`src/rtl/md5_pkg.sv`:
```
`timescale 1ns / 1ps

package md5_pkg;

	localparam logic [31:0] IV_A = 32'h67452301;
	localparam logic [31:0] IV_B = 32'hefcdab89;
	localparam logic [31:0] IV_C = 32'h98badcfe;
	localparam logic [31:0] IV_D = 32'h10325476;

	localparam logic [7:0] PAD_MARK = 8'h80;
	localparam logic [3:0] LEN_LO_WORD = 4'd14;
	localparam logic [3:0] LEN_HI_WORD = 4'd15;

	// Write port of the block buffer: byte writes from the stream and the pad
	// sweep, word writes for the length field.
	typedef struct packed {
		logic        byte_we;
		logic [5:0]  byte_addr;
		logic [7:0]  byte_data;
		logic        word_we;
		logic [3:0]  word_addr;
		logic [31:0] word_data;
	} md5_buf_wr_t;

	function automatic logic [31:0] md5_k(input logic [5:0] r);
		logic [31:0] k;
		case (r)
			6'd0:  k = 32'hd76aa478;  6'd1:  k = 32'he8c7b756;
			6'd2:  k = 32'h242070db;  6'd3:  k = 32'hc1bdceee;
			6'd4:  k = 32'hf57c0faf;  6'd5:  k = 32'h4787c62a;
			6'd6:  k = 32'ha8304613;  6'd7:  k = 32'hfd469501;
			6'd8:  k = 32'h698098d8;  6'd9:  k = 32'h8b44f7af;
			6'd10: k = 32'hffff5bb1;  6'd11: k = 32'h895cd7be;
			6'd12: k = 32'h6b901122;  6'd13: k = 32'hfd987193;
			6'd14: k = 32'ha679438e;  6'd15: k = 32'h49b40821;
			6'd16: k = 32'hf61e2562;  6'd17: k = 32'hc040b340;
			6'd18: k = 32'h265e5a51;  6'd19: k = 32'he9b6c7aa;
			6'd20: k = 32'hd62f105d;  6'd21: k = 32'h02441453;
			6'd22: k = 32'hd8a1e681;  6'd23: k = 32'he7d3fbc8;
			6'd24: k = 32'h21e1cde6;  6'd25: k = 32'hc33707d6;
			6'd26: k = 32'hf4d50d87;  6'd27: k = 32'h455a14ed;
			6'd28: k = 32'ha9e3e905;  6'd29: k = 32'hfcefa3f8;
			6'd30: k = 32'h676f02d9;  6'd31: k = 32'h8d2a4c8a;
			6'd32: k = 32'hfffa3942;  6'd33: k = 32'h8771f681;
			6'd34: k = 32'h6d9d6122;  6'd35: k = 32'hfde5380c;
			6'd36: k = 32'ha4beea44;  6'd37: k = 32'h4bdecfa9;
			6'd38: k = 32'hf6bb4b60;  6'd39: k = 32'hbebfbc70;
			6'd40: k = 32'h289b7ec6;  6'd41: k = 32'heaa127fa;
			6'd42: k = 32'hd4ef3085;  6'd43: k = 32'h04881d05;
			6'd44: k = 32'hd9d4d039;  6'd45: k = 32'he6db99e5;
			6'd46: k = 32'h1fa27cf8;  6'd47: k = 32'hc4ac5665;
			6'd48: k = 32'hf4292244;  6'd49: k = 32'h432aff97;
			6'd50: k = 32'hab9423a7;  6'd51: k = 32'hfc93a039;
			6'd52: k = 32'h655b59c3;  6'd53: k = 32'h8f0ccc92;
			6'd54: k = 32'hffeff47d;  6'd55: k = 32'h85845dd1;
			6'd56: k = 32'h6fa87e4f;  6'd57: k = 32'hfe2ce6e0;
			6'd58: k = 32'ha3014314;  6'd59: k = 32'h4e0811a1;
			6'd60: k = 32'hf7537e82;  6'd61: k = 32'hbd3af235;
			6'd62: k = 32'h2ad7d2bb;  6'd63: k = 32'heb86d391;
			default: k = 32'h0;
		endcase
		return k;
	endfunction

	// Rotate amount, indexed by {round group, round[1:0]}.
	function automatic logic [4:0] md5_rot(input logic [3:0] sel);
		logic [4:0] s;
		case (sel)
			4'd0:  s = 5'd7;   4'd1:  s = 5'd12;  4'd2:  s = 5'd17;  4'd3:  s = 5'd22;
			4'd4:  s = 5'd5;   4'd5:  s = 5'd9;   4'd6:  s = 5'd14;  4'd7:  s = 5'd20;
			4'd8:  s = 5'd4;   4'd9:  s = 5'd11;  4'd10: s = 5'd16;  4'd11: s = 5'd23;
			4'd12: s = 5'd6;   4'd13: s = 5'd10;  4'd14: s = 5'd15;  4'd15: s = 5'd21;
			default: s = 5'd0;
		endcase
		return s;
	endfunction

	// Message word used by a round; the multiples of 16 drop out modulo 16.
	function automatic logic [3:0] md5_msg_idx(input logic [5:0] r);
		logic [3:0] idx;
		case (r[5:4])
			2'd0:    idx = r[3:0];
			2'd1:    idx = 4'(4'd5 * r[3:0] + 4'd1);
			2'd2:    idx = 4'(4'd3 * r[3:0] + 4'd5);
			default: idx = 4'(4'd7 * r[3:0]);
		endcase
		return idx;
	endfunction

endpackage

```
`src/rtl/md5_blk_buf.sv`:
```
`timescale 1ns / 1ps

module md5_blk_buf import md5_pkg::*; (
	input  logic        clk,
	input  md5_buf_wr_t wr,
	input  logic [3:0]  rd_addr,
	output logic [31:0] rd_data
);

	logic [31:0] mem_q [16];
	logic [31:0] rd_q;

	// Bytes land little-endian within each word. Reads are registered.
	always_ff @(posedge clk) begin
		if (wr.word_we) begin
			mem_q[wr.word_addr] <= wr.word_data;
		end else if (wr.byte_we) begin
			mem_q[wr.byte_addr[5:2]][{wr.byte_addr[1:0], 3'b000} +: 8] <= wr.byte_data;
		end
		rd_q <= mem_q[rd_addr];
	end

	assign rd_data = rd_q;

endmodule

```
`src/rtl/md5_round_unit.sv`:
```
`timescale 1ns / 1ps

module md5_round_unit import md5_pkg::*; (
	input  logic [5:0]  rnd,
	input  logic [31:0] a,
	input  logic [31:0] b,
	input  logic [31:0] c,
	input  logic [31:0] d,
	input  logic [31:0] msg_word,
	output logic [31:0] b_next
);

	logic [31:0] fv;
	logic [31:0] sum;
	logic [4:0]  sh;
	logic [63:0] dbl;

	always_comb begin
		case (rnd[5:4])
			2'd0: begin
				fv = (b & c) | (~b & d);
			end
			2'd1: begin
				fv = (d & b) | (~d & c);
			end
			2'd2: begin
				fv = b ^ c ^ d;
			end
			default: begin
				fv = c ^ (b | ~d);
			end
		endcase
	end

	assign sum    = a + fv + md5_k(rnd) + msg_word;
	assign sh     = md5_rot({rnd[5:4], rnd[1:0]});
	assign dbl    = {sum, sum} << sh;
	assign b_next = b + dbl[63:32];

endmodule

```
`src/rtl/md5_message_digest_unit.sv`:
```
`timescale 1ns / 1ps

// MD5 digest engine fed one message byte per input beat. s_tdata carries the
// byte, s_tuser[0] says the byte belongs to the message, and s_tlast closes
// the message after that beat's byte (a beat with s_tlast and no byte closes
// it too, and an empty message gives the standard empty-message digest). On
// close the engine pads, appends the bit length and returns four beats, words
// a, b, c, d with word index in m_tuser and m_tlast on word d; printing each
// word's bytes lowest first gives the usual hex digest. The engine then
// restarts from the initial vector. Every 64th byte fills the block and the
// single shared round unit runs the 64 rounds one per cycle and then folds
// the working words into the chaining words. Closing a message sweeps the
// rest of the block one byte per cycle, writes the length as two words and
// compresses once more (twice, with a second sweep of zero bytes, when the
// 0x80 marker lands in the last 8 bytes of the block), then holds the four
// result beats until taken. s_tready is low whenever the round unit, the pad
// sweep, the length writes or the result beats are busy.
module md5_message_digest_unit import md5_pkg::*; (
	input  logic        clk,
	input  logic        arst_n,
	input  logic        s_tvalid,
	output logic        s_tready,
	input  logic [7:0]  s_tdata,   // [7:0] data_byte
	input  logic [0:0]  s_tuser,   // [0] byte_present
	input  logic        s_tlast,   // message_end
	output logic        m_tvalid,
	input  logic        m_tready,
	output logic [31:0] m_tdata,   // [31:0] digest_word
	output logic [1:0]  m_tuser,   // [1:0] word_index
	output logic        m_tlast    // last_word
);

	localparam logic [2:0] ST_IDLE  = 3'd0;
	localparam logic [2:0] ST_ROUND = 3'd1;
	localparam logic [2:0] ST_ADD   = 3'd2;
	localparam logic [2:0] ST_PAD   = 3'd3;
	localparam logic [2:0] ST_LEN0  = 3'd4;
	localparam logic [2:0] ST_LEN1  = 3'd5;
	localparam logic [2:0] ST_OUT   = 3'd6;

	// What to do once a compression has been folded in.
	localparam logic [1:0] AFT_IDLE = 2'd0;
	localparam logic [1:0] AFT_PAD  = 2'd1;   // block filled by the closing beat
	localparam logic [1:0] AFT_ZERO = 2'd2;   // length did not fit, clear a new block
	localparam logic [1:0] AFT_OUT  = 2'd3;

	logic [2:0]  state_q;
	logic [1:0]  after_q;
	logic [31:0] chain_q [4];
	logic [31:0] wa_q, wb_q, wc_q, wd_q;
	logic [5:0]  rnd_q;
	logic [5:0]  bytes_q;
	logic [60:0] count_q;
	logic [5:0]  ptr_q;
	logic        mark_q;
	logic        extra_q;
	logic [1:0]  out_idx_q;

	md5_buf_wr_t buf_wr;
	logic [5:0]  rd_rnd;
	logic [3:0]  msg_idx;
	logic [31:0] msg_word;
	logic [31:0] b_next;
	logic        in_beat;
	logic        has_byte;
	logic [5:0]  pos_next;

	assign s_tready = (state_q == ST_IDLE);
	assign in_beat  = s_tvalid && s_tready;
	assign has_byte = s_tuser[0];
	assign pos_next = has_byte ? bytes_q + 6'd1 : bytes_q;

	assign m_tvalid = (state_q == ST_OUT);
	assign m_tdata  = chain_q[out_idx_q];
	assign m_tuser  = out_idx_q;
	assign m_tlast  = (out_idx_q == 2'd3);

	// Buffer writes: stream bytes in idle, pad bytes in the sweep, length words.
	always_comb begin
		buf_wr.byte_we   = (in_beat && has_byte) || (state_q == ST_PAD);
		buf_wr.byte_addr = (state_q == ST_PAD) ? ptr_q : bytes_q;
		buf_wr.byte_data = (state_q == ST_PAD) ? (mark_q ? PAD_MARK : 8'h00) : s_tdata;
		buf_wr.word_we   = (state_q == ST_LEN0) || (state_q == ST_LEN1);
		buf_wr.word_addr = (state_q == ST_LEN0) ? LEN_LO_WORD : LEN_HI_WORD;
		buf_wr.word_data = (state_q == ST_LEN0) ? {count_q[28:0], 3'b000} : count_q[60:29];
	end

	// The buffer read is registered, so fetch one round ahead: word 0 in the
	// cycle before the rounds start, then the word of the following round.
	assign rd_rnd  = (state_q == ST_ROUND) ? rnd_q + 6'd1 : 6'd0;
	assign msg_idx = md5_msg_idx(rd_rnd);

	md5_blk_buf u_buf (
		.clk     (clk),
		.wr      (buf_wr),
		.rd_addr (msg_idx),
		.rd_data (msg_word)
	);

	md5_round_unit u_round (
		.rnd      (rnd_q),
		.a        (wa_q),
		.b        (wb_q),
		.c        (wc_q),
		.d        (wd_q),
		.msg_word (msg_word),
		.b_next   (b_next)
	);

	// Working words: load from the chain when a compression starts, then
	// rotate through the round unit once per cycle.
	always_ff @(posedge clk) begin
		if (state_q == ST_ROUND) begin
			wa_q <= wd_q;
			wb_q <= b_next;
			wc_q <= wb_q;
			wd_q <= wc_q;
		end else begin
			wa_q <= chain_q[0];
			wb_q <= chain_q[1];
			wc_q <= chain_q[2];
			wd_q <= chain_q[3];
		end
	end

	always_ff @(posedge clk or negedge arst_n) begin
		if (!arst_n) begin
			state_q    <= ST_IDLE;
			after_q    <= AFT_IDLE;
			chain_q[0] <= IV_A;
			chain_q[1] <= IV_B;
			chain_q[2] <= IV_C;
			chain_q[3] <= IV_D;
			rnd_q      <= '0;
			bytes_q    <= '0;
			count_q    <= '0;
			ptr_q      <= '0;
			mark_q     <= 1'b0;
			extra_q    <= 1'b0;
			out_idx_q  <= '0;
		end else begin
			case (state_q)
				ST_IDLE: begin
					if (in_beat) begin
						if (has_byte) begin
							bytes_q <= pos_next;
							count_q <= count_q + 61'd1;
						end
						if (has_byte && bytes_q == 6'd63) begin
							// Block full: compress, pad afterwards if closing.
							rnd_q   <= '0;
							after_q <= s_tlast ? AFT_PAD : AFT_IDLE;
							state_q <= ST_ROUND;
						end else if (s_tlast) begin
							ptr_q   <= pos_next;
							mark_q  <= 1'b1;
							extra_q <= (pos_next[5:3] == 3'b111);
							state_q <= ST_PAD;
						end
					end
				end
				ST_ROUND: begin
					rnd_q <= rnd_q + 6'd1;
					if (rnd_q == 6'd63) begin
						state_q <= ST_ADD;
					end
				end
				ST_ADD: begin
					chain_q[0] <= chain_q[0] + wa_q;
					chain_q[1] <= chain_q[1] + wb_q;
					chain_q[2] <= chain_q[2] + wc_q;
					chain_q[3] <= chain_q[3] + wd_q;
					case (after_q)
						AFT_PAD: begin
							ptr_q   <= '0;
							mark_q  <= 1'b1;
							extra_q <= 1'b0;
							state_q <= ST_PAD;
						end
						AFT_ZERO: begin
							ptr_q   <= '0;
							mark_q  <= 1'b0;
							extra_q <= 1'b0;
							state_q <= ST_PAD;
						end
						AFT_OUT: begin
							out_idx_q <= '0;
							state_q   <= ST_OUT;
						end
						default: begin
							state_q <= ST_IDLE;
						end
					endcase
				end
				ST_PAD: begin
					mark_q <= 1'b0;
					ptr_q  <= ptr_q + 6'd1;
					if (ptr_q == 6'd63) begin
						if (extra_q) begin
							// Length needs a block of its own.
							rnd_q   <= '0;
							after_q <= AFT_ZERO;
							state_q <= ST_ROUND;
						end else begin
							state_q <= ST_LEN0;
						end
					end
				end
				ST_LEN0: begin
					state_q <= ST_LEN1;
				end
				ST_LEN1: begin
					rnd_q   <= '0;
					after_q <= AFT_OUT;
					state_q <= ST_ROUND;
				end
				ST_OUT: begin
					if (m_tready) begin
						out_idx_q <= out_idx_q + 2'd1;
						if (out_idx_q == 2'd3) begin
							// Last word taken: restart for the next message.
							chain_q[0] <= IV_A;
							chain_q[1] <= IV_B;
							chain_q[2] <= IV_C;
							chain_q[3] <= IV_D;
							bytes_q    <= '0;
							count_q    <= '0;
							state_q    <= ST_IDLE;
						end
					end
				end
				default: begin
					state_q <= ST_IDLE;
				end
			endcase
		end
	end

endmodule
```
`config.mk`:
```
export PLATFORM = sky130hd
export DESIGN_NAME = md5_message_digest_unit
export DESIGN_NICKNAME = d
export VERILOG_FILES = /design/src/rtl/md5_pkg.sv /design/src/rtl/md5_blk_buf.sv /design/src/rtl/md5_round_unit.sv /design/src/rtl/md5_message_digest_unit.sv
export SDC_FILE = /design/constraint.sdc
export NUM_CORES = 2
export LEC_CHECK = 0
export ABC_AREA = 0
export BUFFER_PORTS_ARGS = -buffer_cell sky130_fd_sc_hd__buf_2
export CAP_MARGIN = 0
export CORE_ASPECT_RATIO = 0.75
export CORE_MARGIN = 3
export CORE_UTILIZATION = 58
export CTS_BUF_LIST = sky130_fd_sc_hd__clkbuf_16
export CTS_CLUSTER_SIZE = 16
export DETAILED_ROUTE_END_ITERATION = 6
export PLACE_DENSITY = 0.77
export SETUP_SLACK_MARGIN = 0.05
export SLEW_MARGIN = 0
export SYNTH_ARGS = -nofsm -noshare
export SYNTH_HDL_FRONTEND = slang
export SYNTH_SLANG_ARGS = --single-unit
```
`constraint.sdc`:
```
create_clock -name clk -period 8.39 [get_ports clk]
set_input_delay 0.4195 -clock clk [delete_from_list [all_inputs] [get_ports clk]]
set_output_delay 0.4195 -clock clk [all_outputs]
set_load 0.1 [all_outputs]
```
==> summary.txt <==
run status -> complete, but fails checks
violated checks -> negative setup slack
most frequent cell on the critical path -> sky130_fd_sc_hd__buf_6
clock share of power -> 0.460
clock tree from TritonCTS -> built
leakage component of the power -> 25.41 nW
area added between synthesis and finish -> 18.42%
fill cell count -> 6831
combined flip-flop and latch cell area -> 0.02408 mm^2
dominant combinational cell family by area after synthesis -> compound AO/OA/AOI/OAI gates
CP Data Arrival Time -> 9060 ps
effective utilization at floorplan -> 0.5889
end point of the critical path -> wb_q[30]
maximum number of pins on one net before global-route repair -> 144
setup total negative slack -> -370.5 ps
Reg power frac -> 0.537
beginning of the worst register-to-register path -> rnd_q[1]
CTS HTree Levels -> 3
number of distinct library cells after synthesis -> 107
worst relative slew slack -> 0.06131
number of nets in the layout -> 6479
mux cell area share after synthesis -> 0.04146
post-CTS clock slew at the launch and capture registers of the worst setup and hold paths -> 70 ps
Pwr per Cell Area -> 132.5 mW/mm^2
Synth top cells by count -> sky130_fd_sc_hd__nand2_1 (944), sky130_fd_sc_hd__edfxtp_1 (512), sky130_fd_sc_hd__nor2_1 (445), sky130_fd_sc_hd__a21oi_1 (410), sky130_fd_sc_hd__o21ai_0 (359)
clock buffer count from CTS -> 85
most instantiated library cell after synthesis -> sky130_fd_sc_hd__nand2_1
Avg Synthesized Cell Area -> 9.408 um^2
full die area -> 0.09729 mm^2
y dimension of the die -> 270.9 um
multi-input logic area -> 0.02974 mm^2
Final setup viols -> 3
xor and xnor fraction of the mapped netlist area -> 0.04163
first-pass GRT wire length -> 277.0 mm
number of antenna violations at the first check in global routing -> 6
number of synthesized flops with an enable pin -> 512
post-synthesis cell area -> 0.05425 mm^2
Syn Nets -> 6074
setup slack of the worst register-to-register path -> -150 ps
sinks on the clock net -> 888
number of iterations in the first detailed-routing pass -> 7
setup repair after global routing missed its margin -> true
routed via count divided by cell count -> 6.539
post-layout instance area -> 0.06425 mm^2
highest attainable clock frequency -> 117.0 MHz
Finished Layout Cells -> 7472
reg-to-reg critical path endpoint -> wb_q[30]
R2R depth -> 39
vias in the first global route -> 45230
tightest hold margin -> 141.4 ps
I/O pin cnt -> 51
Fin. Hold Viols -> 0
total wirelength of the detailed-routed design -> 185.5 mm
share of the yosys chip area belonging to registers -> 0.4435
minimum period implied by the final worst setup slack -> 8545 ps
kind of critical path -> register to register
synthesized flop and latch total -> 888
Synth Area in Compound Gates -> 0.1930
Floorplan Core Area -> 0.09213 mm^2
overall track demand over capacity in global routing -> 0.3686
fraction of synthesis flops using an asynchronous set or reset pin -> 0.2432
Tcrit/Tclk final -> 1.018
Clock Skews -> 43.72 ps
worst hold-check path type -> input port to register
startpoint of the worst setup timing path -> rnd_q[1]
largest area contributor in the netlist -> sky130_fd_sc_hd__edfxtp_1
combinational power share -> 0.003
top post-synthesis cells by area -> sky130_fd_sc_hd__edfxtp_1 (28%), sky130_fd_sc_hd__dfrtp_1 (7.0%), sky130_fd_sc_hd__nand2_1 (6.5%)
drc violations -> 0
maximum vdd ir drop -> 0.1602 mV
primary flip-flop cell chosen by synthesis mapping -> sky130_fd_sc_hd__edfxtp_1
clock buffer depth -> 3
kind of start point of the critical path -> register
Worst EP required -> 8910 ps
Final WS setup -> -154.8 ps
Switching Share -> 0.2117
number of cell rows -> 96
Max Slew Vio Count -> 0
Slowest-stage cell, CP -> sky130_fd_sc_hd__fa_1
slew at the pin closest to its max-slew limit -> 1401 ps
drt initial violations -> 6808
routed length per placed instance -> 24.83 um
adder-cell area share of the yosys netlist -> 0.07712
Clk Latency, worst-skew pair -> 680 ps
fraction of final layout cells sized beyond drive strength 1 -> 0.2059
max_cap viols -> 0
CP Max Fanout -> 6
CP Capture Type -> register
standard cell area after detailed placement -> 0.05937 mm^2
worst slack at placement -> -844.0 ps
number of instances in the synthesized netlist -> 5767
synth warn -> 0
CP peak stage delay -> 560 ps
cell chosen for the clock root -> sky130_fd_sc_hd__clkbuf_16
vias -> 48860
die outline width -> 359.2 um
dpl cells -> 7258
reported net switching power -> 0.001802 W
total congestion overflow -> 0
sum of net half-perimeters after detailed placement -> 133.6 mm
number of antenna-violating nets in the routed design -> 0
Post-Synth Simple-Gate Area -> 0.1620
Power Internal -> 0.006709 W
# port buffers -> 50
final weighted congestion in routability-driven placement -> 1.057
area share of the largest cell type after synthesis -> 0.2834
-- critical path, delay by kind of cell, from the launching register on --
kind | cells | cell delay [ps]
and+or+nand+nor | 6 | 640
adders and majority gates | 5 | 1880
muxes | 3 | 1120
buffers and inverters | 8 | 900
xor gates and xnor gates | 2 | 310
DFF | 1 | 440
AOI/OAI and AO/OA | 15 | 3110
-- sequential cells by signal, summed over array words and instances, names as in the netlist --
name,flops
chain_q,128
mark_q,1
rnd_q,6
u_buf.mem_q,512
wd_q,32
wa_q,32
u_buf.rd_data,32
extra_q,1
wc_q,32
after_q,2
bytes_q,6
ptr_q,6
m_tuser,2
state_q,3
count_q,61
wb_q,32
-- kinds of logic after synthesis --
kind of cell | after synthesis
AO/OA/AOI/OAI | 1623
XOR/XNOR | 257
adder cells (fa/ha/maj) | 293
buffers and inverters | 554
flip-flops | 888
multiplexers | 167
AND/OR/NAND/NOR | 1985
-- timing repair --
action,in CTS,in global routing
hold buffers,1,0
gates resized for setup,155,204
buffers inserted,22,29
pin swaps,50,71
gates cloned,0,0
endpoints found under the setup margin,21,18
hold endpoints to repair,42,0
-- per-stage QoR --
stage	util	power, W
floorplan	-	0.004663
global placement	0.6444	0.004692
detailed placement	0.6444	0.004692
CTS	0.6844	0.008518
global route	0.6973	0.008688
finish	0.6974	0.008511
-- layout by cell type (no fill, tap or decap), drive strengths merged, types with 39 or more instances in the layout --
cell / synthesis / layout
o21ai: 364 / 364
clkbuf: 283 / 86
o211ai: 96 / 96
a311oi: 83 / 83
dfxtp: 160 / 160
a31oi: 114 / 114
or2: 45 / 45
a21oi: 413 / 413
edfxtp: 512 / 512
mux2: 49 / 49
inv: 205 / 232
dfrtp: 152 / 152
nor2: 446 / 446
mux4: 41 / 41
a21o: 85 / 85
fa: 69 / 69
ha: 224 / 224
and3: 132 / 132
nor3: 78 / 78
xor2: 124 / 124
nand2: 944 / 944
o22ai: 46 / 46
dfstp: 64 / 64
mux2i: 77 / 77
xnor2: 133 / 133
nand2b: 39 / 39
a211oi: 175 / 175
nand3: 144 / 144
buf: 63 / 663
-- routing by layer --
| layer | vias up | global-route usage | routed length [um] |
|---|---|---|---|
| li1 | 21850 | - | - |
| met1 | 23650 | 0.5669 | 79700 |
| met2 | 3006 | 0.4986 | 73840 |
| met3 | 351 | 0.1198 | 27010 |
| met4 | 2 | 0.08627 | 4848 |
| met5 | - | 0.008824 | 120 |
-- final cells by class --
cell class | count | share of cell area
diodes | 5 | 0.0001947
flip-flops and latches | 888 | 0.3748
clock buffers | 86 | 0.03349
clock inverters | 71 | 0.009951
inverters | 208 | 0.01227
repair buffers | 664 | 0.08259
multi-input cells | 4325 | 0.4629
well taps | 1225 | 0.02386
-- power by group through the flow --
stage | combinational, W | clock, W | sequential, W
after global placement | 0.0000303 | 0 | 0.00466
after global routing | 0.0000331 | 0.00409 | 0.00457
after floorplan | 0.00000117 | 0 | 0.00466
after detailed placement | 0.0000300 | 0 | 0.00466
final | 0.0000291 | 0.00391 | 0.00457
after CTS | 0.0000304 | 0.00392 | 0.00457
-- worst min path at each step --
| stage | from | end | slack, ps | cells past startpoint |
|---|---|---|---|---|
| final | s_tuser | bytes_q[1] | 140 | 2 |
| after global routing | s_tuser | bytes_q[1] | 150 | 2 |
| after global placement | wd_q[8] | wa_q[8] | 470 | 2 |
| after CTS | s_tuser | bytes_q[1] | 110 | 2 |
| after detailed placement | arst_n | chain_q[32] | 480 | 1 |
| after floorplan | arst_n | after_q[0] | 120 | 0 |
Power figures use the tool's default switching activity.
